<file path="config.mk">
export PLATFORM = sky130hd
export DESIGN_NAME = card_id_frame_parser_dedup
export DESIGN_NICKNAME = d
export VERILOG_FILES = /design/src/rtl/core/cidfp_pkg.sv /design/src/rtl/core/card_id_frame_parser_dedup.sv
export SDC_FILE = /design/constraint.sdc
export NUM_CORES = 1
export LEC_CHECK = 0
export ABC_AREA = 1
export BUFFER_PORTS_ARGS = -buffer_cell sky130_fd_sc_hd__buf_4
export CAP_MARGIN = 0
export CORE_MARGIN = 2
export CORE_UTILIZATION = 32
export DETAILED_ROUTE_END_ITERATION = 8
export GPL_ROUTABILITY_DRIVEN = 0
export HOLD_SLACK_MARGIN = 0.06
export SLEW_MARGIN = 20
export SYNTH_ARGS = -nofsm -noshare
export SYNTH_HDL_FRONTEND = slang
export SYNTH_SLANG_ARGS = --single-unit
export TNS_END_PERCENT = 10
</file>
<file path="constraint.sdc">
create_clock -name clk -period 8.42 [get_ports clk]
set_clock_uncertainty 0.15 [all_clocks]
set_input_delay 0.421 -clock clk [delete_from_list [all_inputs] [get_ports clk]]
set_output_delay 0.421 -clock clk [all_outputs]
set_load 0.005 [all_outputs]
</file>
<file path="src/rtl/core/cidfp_pkg.sv">
// ----------------------------------------------------------------------------
// Card ID frame parser package
// Shared constants and types for the card number parser with repeat
// suppression.
// ----------------------------------------------------------------------------
package cidfp_pkg;

    // Number of digits in one card number.
    localparam int ID_DIGITS = 10;
    // Width of the elapsed-tick counter.
    localparam int TICK_BITS = 16;

    // Width of the digit window (packed BCD).
    localparam int WINDOW_W  = ID_DIGITS * 4;
    // Width of an emitted card number.
    localparam int CARD_W    = 40;
    // Width of the hold-off register.
    localparam int HOLD_W    = 16;
    // Width used when comparing elapsed ticks against the hold-off value.
    localparam int CMP_W     = (TICK_BITS > HOLD_W) ? TICK_BITS : HOLD_W;
    // Width of the digit run counter, which saturates at ID_DIGITS.
    localparam int RUN_W     = $clog2(ID_DIGITS + 1);

    // Hold-off value after reset.
    localparam logic [HOLD_W-1:0] HOLD_OFF_RESET = HOLD_W'(1500);

    // Input command codes.
    typedef enum logic
    {
        CMD_BYTE = 1'b0,
        CMD_TICK = 1'b1
    } cmd_t;

    // Byte codes of interest.
    localparam logic [7:0] ASCII_ZERO = 8'h30;
    localparam logic [7:0] ASCII_NINE = 8'h39;
    localparam logic [7:0] ASCII_AT   = 8'h40;

    typedef logic [WINDOW_W-1:0]  window_t;
    typedef logic [CARD_W-1:0]    card_t;
    typedef logic [TICK_BITS-1:0] tick_t;
    typedef logic [RUN_W-1:0]     run_t;

endpackage

</file>
<file path="src/rtl/core/card_id_frame_parser_dedup.sv">
// ----------------------------------------------------------------------------
// Card ID frame parser with repeat suppression
// Extracts ten-digit card numbers terminated by '@' from a serial byte stream
// and drops repeats of the last number seen within a hold-off window.
// ----------------------------------------------------------------------------
// Each input item is either a received serial byte or a one-millisecond tick.
// One item is accepted per cycle while in_ready is high. Its result, if any,
// is stored in the cycle after the item is accepted: in the output register
// when it is free or being emptied, and in the skid register otherwise.
// All parsing work is one short combinational step from the stored parser
// state to the next state and result, so the rate is one item per ready cycle.
// The output side has an output register backed by one skid register, so an
// item is still taken while a finished card number waits for the consumer;
// input ready drops only when both of those registers are full. Digits are
// shifted into a packed-BCD window and counted (the count saturates at the
// card length). An '@' after a full run of digits completes a card number,
// which is emitted unless it equals the last emitted number and fewer than
// hold_off_ticks ticks have passed since that emission. Any byte that is not
// a digit clears the run. The hold-off register is written through the
// configuration channel, which is always ready and must only be used while
// the block is idle.
// ----------------------------------------------------------------------------
module card_id_frame_parser_dedup
    import cidfp_pkg::*;
(
    input  logic                clk,
    input  logic                rst_n,

    // Input item channel.
    input  logic                in_valid,
    output logic                in_ready,
    input  logic                command,
    input  logic [7:0]          data_byte,

    // Result channel.
    output logic                out_valid,
    input  logic                out_ready,
    output logic [CARD_W-1:0]   card_id_bcd,

    // Configuration channel for the hold-off register.
    input  logic                cfg_valid,
    output logic                cfg_ready,
    input  logic [HOLD_W-1:0]   cfg_data
);

    // Parser state.
    window_t             window_reg, window_next;
    run_t                run_reg, run_next;
    card_t               last_card_reg, last_card_next;
    logic                last_valid_reg, last_valid_next;
    tick_t               ticks_reg, ticks_next;
    logic [HOLD_W-1:0]   hold_off_reg;

    // Output register and skid register.
    logic                out_valid_reg;
    card_t               out_data_reg;
    logic                skid_valid_reg;
    card_t               skid_data_reg;

    logic                in_accept;
    logic                emit;
    card_t               card;
    logic                is_digit;
    logic                run_full;
    logic                within_hold;
    logic                pop;

    assign in_ready  = !skid_valid_reg;
    assign in_accept = in_valid && in_ready;
    assign cfg_ready = 1'b1;

    assign out_valid   = out_valid_reg;
    assign card_id_bcd = out_data_reg;
    assign pop         = out_valid_reg && out_ready;

    // The card number is the window, extended or cut to the output width.
    assign card     = CARD_W'(window_reg);
    assign is_digit = (data_byte >= ASCII_ZERO) && (data_byte <= ASCII_NINE);
    assign run_full = (run_reg == RUN_W'(ID_DIGITS));
    // A repeat is suppressed only while the tick count is below the hold-off.
    assign within_hold = CMP_W'(ticks_reg) < CMP_W'(hold_off_reg);

    // Next-state logic for the parser.
    always_comb
    begin
        window_next     = window_reg;
        run_next        = run_reg;
        last_card_next  = last_card_reg;
        last_valid_next = last_valid_reg;
        ticks_next      = ticks_reg;
        emit            = 1'b0;

        if (command == CMD_TICK)
        begin
            // The tick counter saturates at its maximum.
            if (ticks_reg != '1)
            begin
                ticks_next = ticks_reg + TICK_BITS'(1);
            end
        end
        else if (is_digit)
        begin
            window_next = (window_reg << 4) | WINDOW_W'(data_byte[3:0]);
            if (!run_full)
            begin
                run_next = run_reg + RUN_W'(1);
            end
        end
        else
        begin
            // Any other byte, including a complete frame, clears the run.
            window_next = '0;
            run_next    = '0;
            if ((data_byte == ASCII_AT) && run_full)
            begin
                if (!(last_valid_reg && (card == last_card_reg) && within_hold))
                begin
                    emit            = 1'b1;
                    last_card_next  = card;
                    last_valid_next = 1'b1;
                    ticks_next      = '0;
                end
            end
        end
    end

    always_ff @(posedge clk or negedge rst_n)
    begin
        if (!rst_n)
        begin
            window_reg     <= '0;
            run_reg        <= '0;
            last_card_reg  <= '0;
            last_valid_reg <= 1'b0;
            ticks_reg      <= '0;
        end
        else if (in_accept)
        begin
            window_reg     <= window_next;
            run_reg        <= run_next;
            last_card_reg  <= last_card_next;
            last_valid_reg <= last_valid_next;
            ticks_reg      <= ticks_next;
        end
    end

    always_ff @(posedge clk or negedge rst_n)
    begin
        if (!rst_n)
        begin
            hold_off_reg <= HOLD_OFF_RESET;
        end
        else if (cfg_valid && cfg_ready)
        begin
            hold_off_reg <= cfg_data;
        end
    end

    // Output queue: a new result goes to the output register when it is free
    // or being emptied, and to the skid register otherwise.
    always_ff @(posedge clk or negedge rst_n)
    begin
        if (!rst_n)
        begin
            out_valid_reg  <= 1'b0;
            skid_valid_reg <= 1'b0;
        end
        else
        begin
            if (pop)
            begin
                if (skid_valid_reg)
                begin
                    out_valid_reg  <= 1'b1;
                    skid_valid_reg <= 1'b0;
                end
                else
                begin
                    out_valid_reg <= in_accept && emit;
                end
            end
            else if (!out_valid_reg)
            begin
                out_valid_reg <= in_accept && emit;
            end
            else if (in_accept && emit)
            begin
                skid_valid_reg <= 1'b1;
            end
        end
    end

    always_ff @(posedge clk)
    begin
        if (pop && skid_valid_reg)
        begin
            out_data_reg <= skid_data_reg;
        end
        else if ((pop || !out_valid_reg) && in_accept && emit)
        begin
            out_data_reg <= card;
        end

        if (out_valid_reg && !pop && in_accept && emit)
        begin
            skid_data_reg <= card;
        end
    end

`ifndef SYNTH
    // The skid register only fills behind a waiting output register.
    assert property (@(posedge clk) disable iff (!rst_n)
        skid_valid_reg |-> out_valid_reg)
        else $error("skid register holds a result while the output is empty");

    // An emitted card number restarts the elapsed-tick count.
    assert property (@(posedge clk) disable iff (!rst_n)
        (in_accept && emit) |=> (ticks_reg == '0) && last_valid_reg)
        else $error("emission did not restart the tick counter");

    // The digit run never counts beyond the card length.
    assert property (@(posedge clk) disable iff (!rst_n)
        run_reg <= RUN_W'(ID_DIGITS))
        else $error("digit run count beyond card length");

    // Once a card has been emitted, that fact is never forgotten.
    assert property (@(posedge clk) disable iff (!rst_n)
        !$fell(last_valid_reg))
        else $error("last card valid flag was cleared");

    // A result produced while the skid register is empty and the output is free
    // or being emptied is stored in the output register.
    assert property (@(posedge clk) disable iff (!rst_n)
        (in_accept && emit && !skid_valid_reg && (pop || !out_valid_reg))
        |=> out_valid_reg && (out_data_reg == $past(card)))
        else $error("emitted card number did not reach the output register");
`endif

endmodule
</file>
==> results.yml <==
floorplan:
  std_cell_rows: 61
  die-area_um2: 29200
  die_y_um: 171
  core_um2: 27600
  die_w_um: 171
  start_util_pct: 32.3
  io_pins: 73
critical_path:
  r2r_end: "card_id_bcd[20]"
  cp_slowest_cell: "nand2_4"
  r2r_cells: 12
  crit_path_cell_trace: "ha_1 -> nand2_1 -> nand2_1 -> nor2_1 -> nand2_1 -> nor2_1 -> nand2_1 -> nor2_1 -> nand3_2 -> nand2_4 -> a21boi_4 -> buf_4"
  cpPeakStageDelay_ns: 0.73
  cp_max_fo: 100
  crit_top_cell: "nand2_1"
  crit_arrival_ns: 3.20
  worst_setup_path_end_kind: "flip-flop"
  crit_type: "flip-flop to flip-flop"
  critPathLaunchType: "flip-flop"
  r2r_start: "ticks_reg[15]"
  worst-r2r-setup-slack_ns: 5.20
  worstPathRequired_ns: 8.40
min_path:
  whs_endpoint: "hold_off_reg[11]"
  whs_path_depth: 3
  min_from: "cfg_data[11]"
  hold_class: "input pin to flip-flop"
synth:
  synth_common_cells: "nand2_1 (228), dfrtp_1 (112), o21ai_0 (102)"
  synth_compound_area_share_pct: 9.06
  synth_most_common_cell: "nand2_1"
  ys.flop_type: "dfrtp_1"
  synth_area_um2: 8920
  synth_top_area_share_pct: 31.4
  yosys-mux-area-fraction_pct: 0.126
  synthXorXnorAreaFrac_pct: 2.26
  synth_fa_ha_area_share_pct: 2.52
  post_synth_num_cell_types: 35
  yosysWarningCount: 0
  synth_top_family_by_area: "simple AND/OR/NAND/NOR gates"
  synth_edf_count: 80
  postSynthCellCount: 955
  yosysTopAreaCell: "dfrtp_1"
  yosys_register_bits: 199
  synthSimpleGateAreaFrac_pct: 19.0
  synth_nets: 1003
  synth.avg_cell_area_um2: 9.34
  seq_area_frac_synth_pct: 60.4
  synth_async_sr_flop_share_pct: 59.8
  synthTopCellsByArea: "dfrtp_1 (31%), edfxtp_1 (27%), nand2_1 (9.6%)"
sta:
  period_minus_slack_ns: 3.22
  whs_ns: 0.0718
  period_share_pct: 38.2
  hold_viol_final: 0
  slew_violations: 0
  rsz0062_at_grt: "no"
  fin_tns_setup_ns: 0
  setup_violations: 0
  tightest_slew_ns: 0.996
  slew_headroom_pct: 33.6
  setup_slack_ns: 5.20
  clock.fmax_ghz: 0.311
finish:
  multiInputGateArea_um2: 2980
  area_growth_pct: 18.1
  fillers: 2750
  seq_area_um2: 5390
  drive_gt1_share_pct: 14.4
  antenna_cells: 0
  final_cells: 1415
  nets: 1072
  final_cell_area_um2: 10500
global_route:
  grt_pass1_vias: 6222
  grt_usage_pct: 14.4
  grt-ovfl-total: 0
  grt_max_degree: 101
  antenna_found_initial: 0
  grt_pass1_wl_um: 32800
clock_tree:
  clk_latency_ns: 0.44
  numCtsBuffers: 17
  ctsHoldBuffers: 10
  clk_path_buf_depth: 2
  path_clk_slew_ns: 0.07
  root_buffer: "clkbuf_16"
  cts_tree: "yes"
  cts_htree_levels: 4
  postCtsResizedCells: 0
  cts_setup_buffers: 0
  clock_sinks: 199
detailed_routing:
  drc: 0
  drtAntennaViolNets: 0
  avgViaCountPerCell: 4.53
  first_pass_iters: 5
  drtIter0Drc: 549
  routedWlPerCell_um: 14.1
  dr_total_vias: 6405
  drt-total-wl_um: 20000
run:
  maxCapViolations: 0
placed_design:
  placed_area_um2: 9810
  port_buffers: 71
  dp_cells: 1372
  place_hpwl_um: 13000
  dp_slack_ns: 5.10
status:
  status: "complete, no violations"
power_and_ir_drop:
  power.density_nw_per_um2: 181
  ir_worst_vdd_mv: 0.0783
  leakage_uw: 0.00442
[power by group]
part / switching, µW / total [µW] / internal, µW / leakage, µW
clock network: 410 / 840 / 430 / 0.000298
logic: 33.3 / 53.2 / 20.0 / 0.00202
registers: 1.74 / 1010 / 1010 / 0.00210
[critical path, delay by kind of cell (launching register included)]
family,cells,cell delay (ns)
flip-flops,1,0.43
AND/OR/NAND/NOR,9,1.56
AO/OA/AOI/OAI,1,0.07
buffers and inverters,1,0.33
adder cells (fa/ha/maj),1,0.32
[area by class of cell]
type,instances,area share (%)
clock buffer,18,4.07
clock inverter,14,1.72
inverter,106,3.78
multi-input combinational,612,28.2
sequential,199,51.2
tap,378,4.49
timing repair buffer,88,6.53
[stage by stage]
step / power, µW / utilization [%]
floorplan: 1050 / -
global placement: 1080 / 35.5
detailed placement: 1080 / 35.5
CTS: 1920 / 38.1
global route: 1970 / 38.1
finish: 1910 / 38.1
[worst max-delay path by stage]
stage / depth (start not counted) / slack [ns] / from / end
2_1_floorplan: 11 / 3.39 / hold_off_reg[10] / card_id_bcd[0]
3_3_place_gp: 7 / 5.14 / data_byte[5] / card_id_bcd[24]
3_5_place_dp: 7 / 5.10 / command / card_id_bcd[20]
4_1_cts: 12 / 5.14 / ticks_reg[15] / card_id_bcd[20]
5_1_grt: 12 / 4.84 / ticks_reg[15] / card_id_bcd[20]
6_report: 12 / 5.20 / ticks_reg[15] / card_id_bcd[20]
[routing by layer]
layer	GRT usage, %	up-vias	share of wire, %
met5	0	-	0
met4	3.80	0	1.3
met3	3.22	18	4.2
met2	23.3	138	47
met1	19.7	3008	48
li1	-	3241	-
[logic make-up (layout without fill, tap and decap cells)]
logic type      Yosys count  count (layout)
compound gates          156             156
other cells               1               1
xor+xnor                 23              23
flops                   199             199
fa+ha+maj                18              18
buf+inv                 144             226
simple gates            413             413
mux                       1               1
[placed cells by master, fill, tap and decap left out, drive strengths merged]
cell type / count
nor4: 1
mux2: 1
bufinv: 1
conb: 1
nand3b: 1
nor2: 97
o22ai: 1
o21ai: 105
dfstp: 7
clkinv: 7
o2111ai: 1
o31ai: 1
nor3: 6
xor2: 13
nand4: 2
dlygate4sd3: 11
xnor2: 10
inv: 112
nand3: 74
nor3b: 2
ha: 18
dfrtp: 112
nand2: 230
edfxtp: 80
a21boi: 1
a21oi: 47
buf: 77
clkbuf: 18
Note: power is estimated with default switching activity, not from simulation.
